--- config.mk ---
export PLATFORM = sky130hd
export DESIGN_NAME = sfod_flux
export DESIGN_NICKNAME = d
export VERILOG_FILES = /design/src/rtl/core/sfod_pkg.sv /design/src/rtl/core/sfod_flux.sv
export SDC_FILE = /design/constraint.sdc
export NUM_CORES = 2
export LEC_CHECK = 0
export BUFFER_PORTS_ARGS = -buffer_cell sky130_fd_sc_hd__buf_2
export CORE_MARGIN = 2
export CORE_UTILIZATION = 30
export CTS_BUF_LIST = sky130_fd_sc_hd__clkbuf_8
export CTS_CLUSTER_SIZE = 25
export DETAILED_ROUTE_END_ITERATION = 7
export GPL_TIMING_DRIVEN = 0
export MAX_ROUTING_LAYER = met4
export PLACE_DENSITY = 0.43
export SYNTH_ARGS = -nofsm -noshare
export SYNTH_HDL_FRONTEND = slang
export SYNTH_SLANG_ARGS = --single-unit
--- constraint.sdc ---
create_clock -name clock -period 10.7 [get_ports clock]
set_clock_uncertainty 0.1 [all_clocks]
set_input_delay 1.07 -clock clock [delete_from_list [all_inputs] [get_ports clock]]
set_output_delay 1.07 -clock clock [all_outputs]
set_load 0.05 [all_outputs]
--- src/rtl/core/sfod_pkg.sv ---
// ----------------------------------------------------------------------------
// Spectral flux onset detector package
// Widths, register indexes, reset values and the records passed between units.
// ----------------------------------------------------------------------------
package sfod_pkg;

   localparam int MAG_W        = 16;
   localparam int FLUX_W       = 25;
   localparam int SENS_W       = 12;
   localparam int GAP_W        = 8;
   localparam int RSP_DATA_W   = 32;

   localparam logic [FLUX_W-1:0] FLUX_MAX = {FLUX_W{1'b1}};
   localparam logic [GAP_W-1:0]  GAP_MAX  = {GAP_W{1'b1}};

   // Default geometry of the block.
   localparam int MAX_BINS_DEF      = 256;
   localparam int HISTORY_DEPTH_DEF = 43;

   // Result queue between the decision stage and the result channel.
   localparam int RSP_FIFO_DEPTH = 8;
   localparam int RSP_PTR_W      = $clog2(RSP_FIFO_DEPTH);
   localparam int RSP_CNT_W      = $clog2(RSP_FIFO_DEPTH + 1);

   // Control and status registers.
   localparam int CSR_IDX_W  = 2;
   localparam int CSR_DATA_W = FLUX_W;

   localparam logic [CSR_IDX_W-1:0] CSR_FLUX_FLOOR  = 2'd0;
   localparam logic [CSR_IDX_W-1:0] CSR_SENSITIVITY = 2'd1;
   localparam logic [CSR_IDX_W-1:0] CSR_MIN_GAP     = 2'd2;

   localparam logic [FLUX_W-1:0] FLUX_FLOOR_RST  = 25'd1311; // about 0.02 in Q0.16
   localparam logic [SENS_W-1:0] SENSITIVITY_RST = 12'd384;  // 1.5 in Q4.8
   localparam logic [GAP_W-1:0]  MIN_GAP_RST     = 8'd4;

   // Completed frame leaving the bin stage.
   typedef struct packed {
      logic              valid;
      logic [FLUX_W-1:0] flux;
   } frame_end_type;

   // Decision for one frame.
   typedef struct packed {
      logic              valid;
      logic              onset;
      logic [FLUX_W-1:0] flux;
   } result_type;

endpackage

--- src/rtl/core/sfod_flux.sv ---
// ----------------------------------------------------------------------------
// Spectral flux bin stage
// Holds the previous frame's magnitudes and accumulates the rectified flux.
// ----------------------------------------------------------------------------
module sfod_flux #(
   parameter int MAX_BINS = sfod_pkg::MAX_BINS_DEF
) (
   input  logic                        clock,
   input  logic                        reset,
   input  logic                        accept,
   input  logic [sfod_pkg::MAG_W-1:0]  magnitude,
   input  logic                        last_bin,
   output logic                        clear_busy,
   output sfod_pkg::frame_end_type     frame_end
);

   localparam int POS_W  = $clog2(MAX_BINS + 1);
   localparam int ADDR_W = $clog2(MAX_BINS);

   logic [sfod_pkg::MAG_W-1:0] prev_mem [MAX_BINS];

   logic [POS_W-1:0]            bin_pos_ff, bin_pos_in;
   logic                        in_active;

   logic                        s1_valid_ff;
   logic                        s1_active_ff;
   logic                        s1_last_ff;
   logic [sfod_pkg::MAG_W-1:0]  s1_mag_ff;
   logic [ADDR_W-1:0]           s1_addr_ff;
   logic [sfod_pkg::MAG_W-1:0]  old_ff;

   logic [sfod_pkg::FLUX_W-1:0] acc_ff, acc_in, acc_new;
   logic [sfod_pkg::MAG_W-1:0]  diff;
   logic [sfod_pkg::FLUX_W:0]   acc_sum;

   logic                        clr_busy_ff, clr_busy_in;
   logic [ADDR_W-1:0]           clr_idx_ff, clr_idx_in;

   logic                        wr_en;
   logic [ADDR_W-1:0]           wr_addr;
   logic [sfod_pkg::MAG_W-1:0]  wr_data;

   sfod_pkg::frame_end_type     fe_ff, fe_in;

   // Bin 0 and bins beyond the stored range take no part in the flux.
   assign in_active = (bin_pos_ff != '0) && (bin_pos_ff < POS_W'(MAX_BINS));

   always_comb begin
      bin_pos_in = bin_pos_ff;
      if (accept) begin
         if (last_bin) begin
            bin_pos_in = '0;
         end else if (bin_pos_ff < POS_W'(MAX_BINS)) begin
            bin_pos_in = bin_pos_ff + POS_W'(1);
         end
      end
   end

   // Rectified difference against the previous frame, saturating sum.
   always_comb begin
      diff    = (s1_mag_ff > old_ff) ? (s1_mag_ff - old_ff) : '0;
      acc_sum = {1'b0, acc_ff} + {{(sfod_pkg::FLUX_W + 1 - sfod_pkg::MAG_W){1'b0}}, diff};
      if (!s1_active_ff) begin
         acc_new = acc_ff;
      end else if (acc_sum > {1'b0, sfod_pkg::FLUX_MAX}) begin
         acc_new = sfod_pkg::FLUX_MAX;
      end else begin
         acc_new = acc_sum[sfod_pkg::FLUX_W-1:0];
      end
   end

   always_comb begin
      acc_in = acc_ff;
      if (s1_valid_ff) begin
         acc_in = s1_last_ff ? '0 : acc_new;
      end
      fe_in.valid = s1_valid_ff && s1_last_ff;
      fe_in.flux  = acc_new;
   end

   // After reset the history memory is swept to zero, one entry a cycle.
   always_comb begin
      clr_idx_in  = clr_idx_ff;
      clr_busy_in = clr_busy_ff;
      if (clr_busy_ff) begin
         clr_idx_in = clr_idx_ff + ADDR_W'(1);
         if (clr_idx_ff == ADDR_W'(MAX_BINS - 1)) begin
            clr_busy_in = 1'b0;
         end
      end
   end

   // Successive accesses to one bin are at least two transfers apart, so the
   // write-back always lands before the next read of the same entry.
   always_comb begin
      wr_en   = clr_busy_ff || (s1_valid_ff && s1_active_ff);
      wr_addr = clr_busy_ff ? clr_idx_ff : s1_addr_ff;
      wr_data = clr_busy_ff ? '0 : s1_mag_ff;
   end

   always_ff @(posedge clock) begin
      if (wr_en) begin
         prev_mem[wr_addr] <= wr_data;
      end
      if (accept && in_active) begin
         old_ff <= prev_mem[bin_pos_ff[ADDR_W-1:0]];
      end
   end

   always_ff @(posedge clock) begin
      if (reset) begin
         bin_pos_ff  <= '0;
         s1_valid_ff <= 1'b0;
         acc_ff      <= '0;
         fe_ff       <= '0;
         clr_busy_ff <= 1'b1;
         clr_idx_ff  <= '0;
      end else begin
         bin_pos_ff  <= bin_pos_in;
         s1_valid_ff <= accept;
         acc_ff      <= acc_in;
         fe_ff       <= fe_in;
         clr_busy_ff <= clr_busy_in;
         clr_idx_ff  <= clr_idx_in;
      end
   end

   always_ff @(posedge clock) begin
      s1_active_ff <= in_active;
      s1_last_ff   <= last_bin;
      s1_mag_ff    <= magnitude;
      s1_addr_ff   <= bin_pos_ff[ADDR_W-1:0];
   end

   assign clear_busy = clr_busy_ff;
   assign frame_end  = fe_ff;

endmodule

==> flow_summary.toml <==
[timing]
worst_pin_slew_ns = 1.68
fin_crit_sh_pct = 67.7
fin_ws_ns = 3.46
fmax_mhz = 138
relSlewSlack_pct = -12.2
setup_tns_ns = 0
period_minus_slack_ns = 7.24
slew_viol_final = 25
whs_ns = 0.263
hold_violations = 0
report.final.setup_viol = 0
rsz0062_at_grt = "no"

[clock_network]
clkTransAtPathRegs_ns = 0.07
cts_buffers = 709
clock-sinks = 4208
insertion_delay_ns = 1.34
post_cts_buffers = 0
cts_root_buffer = "clkbuf_8"
cts_tree = "built"
cts.path.max_buffers = 4
htree_levels = 6

[routing]
dr.pass1.iters = 8
highest-signal-layer = "met4"
vias = 85400
wl_met2_um = 261000
route.met3.wl_um = 45600
routedWlPerCell_um = 35.1
routed_wl_um = 569000
viasPerCell = 5.27
wl_met1_um = 240000
ant_nets = 0
drtIter0Drc = 11400
drc = 0

[yosys]
synthesis.area_mm2 = 0.161
synth-simple-area-share_pct = 1.69
synth_fa_ha_area_share_pct = 0.297
ys_ff_latch = 4208
yosys-top-cells-count = "edfxtp_1 (4112), mux4_2 (1015), nor2_1 (359), a22oi_1 (254), clkbuf_1 (205)"
yosysSeqAreaShare_pct = 77.8
synth_top_area_share_pct = 76.6
synth_compound_area_share_pct = 4.05
yosysWarningCount = 0
synth_area_leaders = "edfxtp_1 (77%), mux4_2 (14%), dfxtp_1 (1.2%), a22oi_1 (1.2%), nor2_1 (0.84%)"
yosysMostFrequentCell = "edfxtp_1"
syn-num-nets = 7387
synthXorXnorAreaFrac_pct = 0.158
synth_top_family_by_area = "multiplexers"
async_flop_share_pct = 0
avgSynthCellArea_um2 = 22.0
synth-main-ff-cell = "edfxtp_1"
synth_edf_count = 4112
yosysTopAreaCell = "edfxtp_1"
synth_cell_types = 72
syn_inst = 7330
synthMuxAreaShare_pct = 14.6

[global_routing]
antenna_found_initial = 38
grt_max_degree = 53
grt_pass1_vias = 86100
track_usage_pct = 21.1
grt_overflow = 0
grt_pass1_wl_um = 757000

[power]
power_frac_comb_pct = 3.4
switching_share_pct = 23.3
pwr-share-clk_pct = 41.4
p_int_mw = 24.8
leakage_nw = 49.6
ir_worst_vdd_mv = 0.124
p_seq_share_pct = 55.3
power.density_mw_per_mm2 = 169
power_switching_mw = 7.54

[cells_and_area]
layout-drive-gt1-share_pct = 30.9
final_nets = 8517
syn_to_final_growth_pct = 18.6
finish.utilization_pct = 35.7

[floorplanning]
dieArea_mm2 = 0.543
boundaryPins = 47
dieHeight_um = 737
core_area_mm2 = 0.536
floorplan.initialDensity_pct = 30.1
die_w_um = 737
row_count = 269

[status]
violations = "max-capacitance violations, max-slew violations"
status = "complete, but fails checks"

[critical_path]
critPathArrivalTime_ns = 8.08
path_max_fanout = 10
crit_required_ns = 11.54
reg2reg_slack_ns = 3.46
crit_path_end_kind = "flip-flop"
cp-start-kind = "flip-flop"
critical_path_class = "flip-flop to flip-flop"

[flow_run]
drv_cap = 4

[hold_path]
min_path_type = "flip-flop to flip-flop"

[placement]
dpl_worst_slack_ns = 3.76
dp_hpwl_um = 396000
port-buffer-count = 46
gp_congestion = 0.938
==> final timing paths <==
kind | cells past startpoint | end | startpoint
worst max-delay path | 12 | old_ff[9]$_DFFE_PP_ | bin_pos_ff[1]$_SDFFE_PP0P_
worst min-delay path | 0 | s1_addr_ff[6]$_DFF_P_ | bin_pos_ff[6]$_SDFFE_PP0P_
worst max register to register | 12 | old_ff[9]$_DFFE_PP_ | bin_pos_ff[1]$_SDFFE_PP0P_
worst min register to register | 0 | s1_addr_ff[6]$_DFF_P_ | bin_pos_ff[6]$_SDFFE_PP0P_
==> cell type report <==
type	count	area (um^2)
Antenna cell	18	45.0
Fill cell	49800	345000
Sequential cell	4208	125000
Clock inverter	551	2870
Clock buffer	721	9920
Buffer	436	2160
Timing Repair Buffer	419	7140
Tap cell	7181	8980
Multi-Input combinational cell	2648	34500
Inverter	38	143
==> critical path: stages (launching register included) <==
cell and delay [ns]:
dfxtp_1 0.36, buf_4 0.22, buf_4 0.30, buf_2 0.82, buf_2 0.73, buf_1 1.02, mux4_2 0.44, a22oi_1 0.28
a21oi_1 0.25, nor2_1 0.78, o221ai_1 0.29, a22oi_1 0.69, o221ai_1 0.48
==> cells in the final DEF, fill, tap and decap left out, types with 19 or more instances in the layout <==
cell,Yosys,routed
buf_1,65,50
edfxtp_1,4112,4112
nor2_2,0,216
a211oi_1,20,20
nor2_4,0,42
buf_8,3,155
mux4_2,1015,1015
mux2i_1,20,20
o22ai_1,39,39
inv_1,37,270
dlygate4sd3_1,0,19
o21ai_0,40,40
clkbuf_8,0,721
a22oi_1,254,254
buf_2,111,172
clkinv_1,1,193
o221ai_1,40,40
a21oi_1,173,173
nor2_1,359,101
clkbuf_2,1,43
nand2_1,96,96
a221oi_1,115,112
nand3_1,20,20
clkbuf_1,205,163
ha_1,35,35
buf_12,3,104
buf_4,34,48
nor3_1,63,63
a22o_1,126,126
buf_16,0,82
clkinv_2,0,56
dfxtp_1,96,96
==> per-stage QoR <==
step | std cells | area [um^2] | total power [mW]
detailed placement | 14900 | 178000 | 19.3
finish | 16200 | 191000 | 32.3
global route | 16200 | 191000 | 33.3
global placement | 14600 | 170000 | 19.3
CTS | 16200 | 191000 | 32.6
floorplan | 7330 | 161000 | 18.8
==> sequential cells by signal, summed over array words and instances, names as in the netlist <==
signal / flops
acc_ff: 25
bin_pos_ff: 9
clear_busy: 1
clr_idx_ff: 8
frame_end: 26
old_ff: 16
prev_mem: 4096
s1_active_ff: 1
s1_addr_ff: 8
s1_last_ff: 1
s1_mag_ff: 16
s1_valid_ff: 1
==> cell families after synthesis <==
group                      count (synthesis)
AOI/OAI and AO/OA                        890
xor gates and xnor gates                  29
adders and majority gates                 37
buffers and inverters                    474
DFF                                     4208
muxes                                   1061
and+or+nand+nor                          631
==> metal layers <==
metal	vias up	GRT usage (%)
met1	46800	27.9
met5	-	-
met2	3977	31.9
met4	0	7.27
li1	33700	-
met3	947	4.82
==> power groups by stage <==
| stage | sequential [mW] | clock, mW | combinational [mW] |
|---|---|---|---|
| finish | 17.9 | 13.4 | 1.08 |
| global route | 17.9 | 14.3 | 1.12 |
| CTS | 17.9 | 13.7 | 1.09 |
| detailed placement | 18.2 | 0 | 1.09 |
| global placement | 18.2 | 0 | 1.06 |
| floorplan | 18.2 | 0 | 0.582 |
==> what timing repair did <==
| action | in CTS | in global routing |
|---|---|---|
| hold buffers | 19 | 0 |
| resized for setup | 0 | 0 |
| endpoints found under the hold margin | 22 | 0 |
(Power assumes the default switching activity.)
