==> src/rtl/core/sfod_pkg.sv <==
// ----------------------------------------------------------------------------
// Spectral flux onset detector package
// Widths, register indexes, reset values and the records passed between units.
// ----------------------------------------------------------------------------
package sfod_pkg;

   localparam int MAG_W        = 16;
   localparam int FLUX_W       = 25;
   localparam int SENS_W       = 12;
   localparam int GAP_W        = 8;
   localparam int RSP_DATA_W   = 32;

   localparam logic [FLUX_W-1:0] FLUX_MAX = {FLUX_W{1'b1}};
   localparam logic [GAP_W-1:0]  GAP_MAX  = {GAP_W{1'b1}};

   // Default geometry of the block.
   localparam int MAX_BINS_DEF      = 256;
   localparam int HISTORY_DEPTH_DEF = 43;

   // Result queue between the decision stage and the result channel.
   localparam int RSP_FIFO_DEPTH = 8;
   localparam int RSP_PTR_W      = $clog2(RSP_FIFO_DEPTH);
   localparam int RSP_CNT_W      = $clog2(RSP_FIFO_DEPTH + 1);

   // Control and status registers.
   localparam int CSR_IDX_W  = 2;
   localparam int CSR_DATA_W = FLUX_W;

   localparam logic [CSR_IDX_W-1:0] CSR_FLUX_FLOOR  = 2'd0;
   localparam logic [CSR_IDX_W-1:0] CSR_SENSITIVITY = 2'd1;
   localparam logic [CSR_IDX_W-1:0] CSR_MIN_GAP     = 2'd2;

   localparam logic [FLUX_W-1:0] FLUX_FLOOR_RST  = 25'd1311; // about 0.02 in Q0.16
   localparam logic [SENS_W-1:0] SENSITIVITY_RST = 12'd384;  // 1.5 in Q4.8
   localparam logic [GAP_W-1:0]  MIN_GAP_RST     = 8'd4;

   // Completed frame leaving the bin stage.
   typedef struct packed {
      logic              valid;
      logic [FLUX_W-1:0] flux;
   } frame_end_type;

   // Decision for one frame.
   typedef struct packed {
      logic              valid;
      logic              onset;
      logic [FLUX_W-1:0] flux;
   } result_type;

endpackage

==> src/rtl/core/sfod_decide.sv <==
// ----------------------------------------------------------------------------
// Spectral flux onset decision
// Keeps the flux window in memory with a running sum and decides onsets.
// ----------------------------------------------------------------------------
module sfod_decide #(
   parameter int HISTORY_DEPTH = sfod_pkg::HISTORY_DEPTH_DEF
) (
   input  logic                         clock,
   input  logic                         reset,
   input  sfod_pkg::frame_end_type      frame_end,
   input  logic [sfod_pkg::FLUX_W-1:0]  flux_floor,
   input  logic [sfod_pkg::SENS_W-1:0]  sensitivity,
   input  logic [sfod_pkg::GAP_W-1:0]   min_gap,
   output sfod_pkg::result_type         result
);

   localparam int FW     = sfod_pkg::FLUX_W;
   localparam int SLOT_W = $clog2(HISTORY_DEPTH);
   localparam int CNT_W  = $clog2(HISTORY_DEPTH + 1);
   localparam int SUM_W  = FW + CNT_W;
   localparam int LHS_W  = FW + CNT_W;
   localparam int RHS_W  = sfod_pkg::SENS_W + SUM_W;
   localparam int CMP_W  = ((LHS_W + 8) > RHS_W) ? (LHS_W + 8) : RHS_W;

   logic [FW-1:0]    hist_mem [HISTORY_DEPTH];
   logic [FW-1:0]    hist_rd_ff;

   logic [SLOT_W-1:0] slot_ff, slot_in;
   logic [CNT_W-1:0]  count_ff, count_in;
   logic [SUM_W-1:0]  sum_ff, sum_in;
   logic              primed_ff, primed_in;
   logic [FW-1:0]     old_flux;

   logic              s3_valid_ff;
   logic              s3_prime_ff;
   logic              s3_floor_ok_ff;
   logic [FW-1:0]     s3_flux_ff;
   logic [LHS_W-1:0]  lhs_ff, lhs_in;
   logic [RHS_W-1:0]  rhs_ff, rhs_in;

   logic [sfod_pkg::GAP_W-1:0] gap_ff, gap_in, gap_inc;
   logic              ratio_ok;
   logic              onset;

   // Until the window has filled, the slot being replaced was never written.
   assign old_flux = (count_ff == CNT_W'(HISTORY_DEPTH)) ? hist_rd_ff : '0;

   always_comb begin
      slot_in   = slot_ff;
      count_in  = count_ff;
      sum_in    = sum_ff;
      primed_in = primed_ff;
      if (frame_end.valid) begin
         slot_in   = (slot_ff == SLOT_W'(HISTORY_DEPTH - 1)) ? '0 : slot_ff + SLOT_W'(1);
         count_in  = (count_ff < CNT_W'(HISTORY_DEPTH)) ? count_ff + CNT_W'(1) : count_ff;
         sum_in    = sum_ff - {{CNT_W{1'b0}}, old_flux} + {{CNT_W{1'b0}}, frame_end.flux};
         primed_in = 1'b1;
      end
   end

   // Products use the window as it stood before this frame entered it.
   always_comb begin
      lhs_in = {{CNT_W{1'b0}}, frame_end.flux} * {{FW{1'b0}}, count_ff};
      rhs_in = {{SUM_W{1'b0}}, sensitivity} * {{sfod_pkg::SENS_W{1'b0}}, sum_ff};
   end

   // The read address is the slot that will be current next cycle, which
   // differs from the slot written this cycle.
   always_ff @(posedge clock) begin
      if (frame_end.valid) begin
         hist_mem[slot_ff] <= frame_end.flux;
      end
      hist_rd_ff <= hist_mem[slot_in];
   end

   always_comb begin
      gap_inc  = (gap_ff == sfod_pkg::GAP_MAX) ? gap_ff : gap_ff + 8'd1;
      ratio_ok = CMP_W'({lhs_ff, 8'd0}) > CMP_W'(rhs_ff);
      onset    = !s3_prime_ff && s3_floor_ok_ff && ratio_ok && (gap_inc >= min_gap);
      gap_in   = gap_ff;
      if (s3_valid_ff && !s3_prime_ff) begin
         gap_in = onset ? '0 : gap_inc;
      end
   end

   always_ff @(posedge clock) begin
      if (reset) begin
         slot_ff     <= '0;
         count_ff    <= '0;
         sum_ff      <= '0;
         primed_ff   <= 1'b0;
         s3_valid_ff <= 1'b0;
         gap_ff      <= '0;
      end else begin
         slot_ff     <= slot_in;
         count_ff    <= count_in;
         sum_ff      <= sum_in;
         primed_ff   <= primed_in;
         s3_valid_ff <= frame_end.valid;
         gap_ff      <= gap_in;
      end
   end

   always_ff @(posedge clock) begin
      s3_prime_ff    <= !primed_ff;
      s3_floor_ok_ff <= frame_end.flux > flux_floor;
      s3_flux_ff     <= frame_end.flux;
      lhs_ff         <= lhs_in;
      rhs_ff         <= rhs_in;
   end

   assign result.valid = s3_valid_ff;
   assign result.onset = onset;
   assign result.flux  = s3_flux_ff;

endmodule

==> config.mk <==
export PLATFORM = sky130hd
export DESIGN_NAME = sfod_decide
export DESIGN_NICKNAME = d
export VERILOG_FILES = /design/src/rtl/core/sfod_pkg.sv /design/src/rtl/core/sfod_decide.sv
export SDC_FILE = /design/constraint.sdc
export NUM_CORES = 2
export LEC_CHECK = 0
export ABC_AREA = 0
export BUFFER_PORTS_ARGS = -buffer_cell sky130_fd_sc_hd__buf_2
export CAP_MARGIN = 20
export CORE_ASPECT_RATIO = 1.4
export CORE_UTILIZATION = 45
export DETAILED_ROUTE_END_ITERATION = 10
export GPL_ROUTABILITY_DRIVEN = 0
export PLACE_DENSITY = 0.65
export SYNTH_ARGS = -nofsm -noshare
export SYNTH_HDL_FRONTEND = slang
export SYNTH_SLANG_ARGS = --single-unit
==> constraint.sdc <==
create_clock -name clock -period 5.21 [get_ports clock]
set_input_delay 0 -clock clock [delete_from_list [all_inputs] [get_ports clock]]
set_output_delay 0 -clock clock [all_outputs]
set_load 0.005 [all_outputs]
==> flow_summary_export.csv <==
group,metric,value,unit
detailed_routing,wl_met3,11100,um
worst_hold_path,min_to,"s3_flux_ff[22]$_DFF_P_",
setup_path,critPathLaunchType,"flip-flop",
status,outcome,"finished with violations",
placement,postPlaceCellArea,70900,sq um
detailed_routing,viasPerCell,5.58,
timing,finalSetupViolations,13,
setup_path,rrSetupSlack,-190,ps
power_and_ir_drop,p_leak,29.5,nW
logic_synthesis,synth-edff-count,1075,
global_route,grt_pass1_vias,44800,
logic_synthesis,netlist_instances,5384,
floorplan,dieWidth,326,um
detailed_routing,dr.pass1.iters,5,
setup_path,cp-end-kind,"flip-flop",
global_route,overflow,0,
clock_tree,cts.sinks,1254,
timing,fmax,185,MHz
setup_path,r2r_start,"sum_ff[8]$_SDFFE_PP0P_",
detailed_routing,wl_met1,66800,um
global_route,antenna_found_initial,9,
setup_path,arrival,6060,ps
floorplan,start_util,0.453,
logic_synthesis,yosysTopAreaCellShare,0.488,
final_layout,fillers,12300,
clock_tree,tritoncts,"built",
logic_synthesis,yosysSeqAreaShare,0.542,
detailed_routing,dr_total_vias,43100,
final_layout,area_growth,13.9,%
timing,fin_crit,5400,ps
logic_synthesis,post_synth.cell_area_avg,12.3,sq um
timing,slew_viol_final,0,
timing,max_slew_margin,0.242,
timing,worstMarginPinSlew,1130,ps
final_layout,drive_above_1_share,0.155,
worst_hold_path,hp-class,"primary input to flip-flop",
setup_path,worstRegToRegCells,20,
clock_tree,cts_buffer_depth,3,
logic_synthesis,yosys_warnings,0,
flow_run,max_cap_violations,0,
placement,place_ws,-441,ps
clock_tree,clk_latency,750,ps
worst_hold_path,hold_depth,2,
timing,finClkSkew,31.9,ps
logic_synthesis,synthTopCellsByArea,"edfxtp_1 (49%), fa_1 (12%), nand2_1 (5.6%)",
logic_synthesis,synthTopCellsByCount,"edfxtp_1 (1075), nand2_1 (995), inv_1 (556)",
floorplan,io-pin-count,100,
detailed_routing,drt-initial-drc-count,3788,
logic_synthesis,syn_nets,6084,
detailed_routing,wl,179000,um
logic_synthesis,synth_seq_cells,1254,
status,violations,"setup timing",
setup_path,crit_fanout,6,
detailed_routing,postRouteAntennaNets,0,
timing,rsz0062_at_grt,"yes",
floorplan,core,146000,sq um
detailed_routing,drc,0,
placement,port_buffers,99,
detailed_routing,wl_met2,89500,um
timing,hold_viol_final,0,
power_and_ir_drop,power.ir.vdd_worst,0.686,mV
logic_synthesis,synthArstFlopShare,0,
detailed_routing,wl_per_cell,23.2,um
timing,finalCritPeriodShare,1.04,
logic_synthesis,yosys.cell_count.top_type,"edfxtp_1",
logic_synthesis,ys.flop_type,"edfxtp_1",
final_layout,fin_area,75400,sq um
global_route,track_usage,0.243,
setup_path,path_class,"flip-flop to flip-flop",
final_layout,finish.utilization,0.516,
power_and_ir_drop,pwr_density_cell,579,nW/um^2
setup_path,cp.required,5870,ps
global_route,grt_pass1_wl,271000,um
timing,worst_hold_slack,72.6,ps
placement,hpwlAfterDp,121000,um
setup_path,rr_endpoint,"rhs_ff[35]$_DFF_P_",
logic_synthesis,ys_types,73,
worst_hold_path,min_from,"frame_end[22]",
timing,setup_slack,-189,ps
detailed_routing,routed.top_layer,"met5",
clock_tree,clk_pin_slew_worst_paths,70,ps
global_route,grt_max_degree,90,
floorplan,dieHeight,456,um
clock_tree,htreeDepth,3,
logic_synthesis,syn_area,66200,sq um
power_and_ir_drop,power,43.7,mW
clock_tree,cts-root-buf,"clkbuf_16",
logic_synthesis,yosysTopAreaCell,"edfxtp_1",
final_layout,num-nets-final,6408,
floorplan,die_area,149000,sq um
floorplan,rows,166,
clock_tree,cts-buffers-inserted,111,
## metrics by stage
| stage | std cells | setup TNS (ps) |
|---|---|---|
| final | 7735 | -1390 |
| after global routing | 7732 | -3810 |
| after CTS | 7721 | -1140 |
| after detailed placement | 7483 | -5010 |
| after global placement | 7483 | -4730 |
| after floorplan | 5384 | -2.69 |
## kinds of logic after synthesis
family	share of synthesized area
AO/OA/AOI/OAI	0.0705
XOR/XNOR	0.0120
adder cells (fa/ha/maj)	0.165
buffers and inverters	0.0492
flip-flops	0.542
multiplexers	0.0430
AND/OR/NAND/NOR	0.118
## layer usage
metal | GRT usage | vias to the layer above
li1 | - | 19300
met1 | 0.293 | 21700
met2 | 0.418 | 1651
met3 | 0.0261 | 419
met4 | 0.145 | 8
met5 | 0 | -
## sequential cells by signal (all words and copies together), names as in the netlist, 6 cells and up
register    cells
sum_ff         31
lhs_ff         31
count_ff        6
gap_ff          8
hist_mem     1075
slot_ff         6
s3_flux_ff     25
hist_rd_ff     25
rhs_ff         43
## cells in the final DEF, fill, tap and decap left out, types with 14 or more instances in the layout
cell	count
nor2b_1	44
a211oi_1	34
dfxtp_1	153
mux2i_1	14
a31oi_1	66
clkbuf_1	27
and3_1	52
clkinv_1	14
ha_1	210
mux4_2	118
clkinv_2	18
nor2_1	130
nand2_1	983
buf_12	17
o21ai_0	89
o21bai_1	14
nand3_1	216
xor2_1	38
buf_4	324
clkbuf_16	113
nor3_1	18
dfxtp_2	17
inv_1	547
nand4_1	27
and2_1	165
o211ai_1	25
o21ai_1	34
edfxtp_1	1075
a22o_1	64
a21o_1	60
fa_1	405
xnor2_1	51
dlygate4sd3_1	31
a21oi_1	128
nor2_2	46
a311oi_1	54
o21a_1	22
buf_2	99
## critical path, stage by stage (launching register included)
cell and delay (ps):
dfxtp_4 370, buf_6 130, and2_4 130, fa_1 510
fa_1 600, fa_2 460, fa_1 510, inv_2 50
fa_1 530, inv_2 50, ha_4 210, buf_6 120
buf_4 130, buf_6 110, a311o_1 420, o211ai_1 200
buf_4 160, a31oi_4 90, a31o_2 250, a21oi_2 140
xnor2_1 130
## final cells by class
class	instances	area [sq um]	area share
Multi-Input combinational cell	3301	27600	0.367
Inverter	557	2090	0.0277
Tap cell	1932	2420	0.0321
Clock buffer	144	2980	0.0395
Sequential cell	1254	35900	0.477
Antenna cell	4	10.0	0.000133
Clock inverter	60	609	0.00809
Timing Repair Buffer	483	3710	0.0493
## how the worst max path moves through the flow
stage / startpoint / to / slack, ps / cells after the start
floorplan: sum_ff[16]$_SDFFE_PP0P_ / rhs_ff[35]$_DFF_P_ / -3 / 18
CTS: sum_ff[7]$_SDFFE_PP0P_ / rhs_ff[40]$_DFF_P_ / -190 / 20
detailed placement: sum_ff[7]$_SDFFE_PP0P_ / rhs_ff[40]$_DFF_P_ / -440 / 20
finish: sum_ff[8]$_SDFFE_PP0P_ / rhs_ff[35]$_DFF_P_ / -190 / 20
global placement: sum_ff[7]$_SDFFE_PP0P_ / rhs_ff[40]$_DFF_P_ / -410 / 20
global route: sum_ff[6]$_SDFFE_PP0P_ / rhs_ff[36]$_DFF_P_ / -330 / 22
## power by group
group	switching, mW	internal, mW
logic	12.5	11.2
registers	0.276	11.5
clock network	3.71	4.50
## timing repair
item                                   4_1_cts  5_1_grt
pin swaps                                   28       40
hold buffers                                31        0
gates resized for setup                     68       77
setup buffers                                3       10
setup endpoints to repair                   23       26
endpoints found under the hold margin      276        0
(Power assumes the default switching activity.)
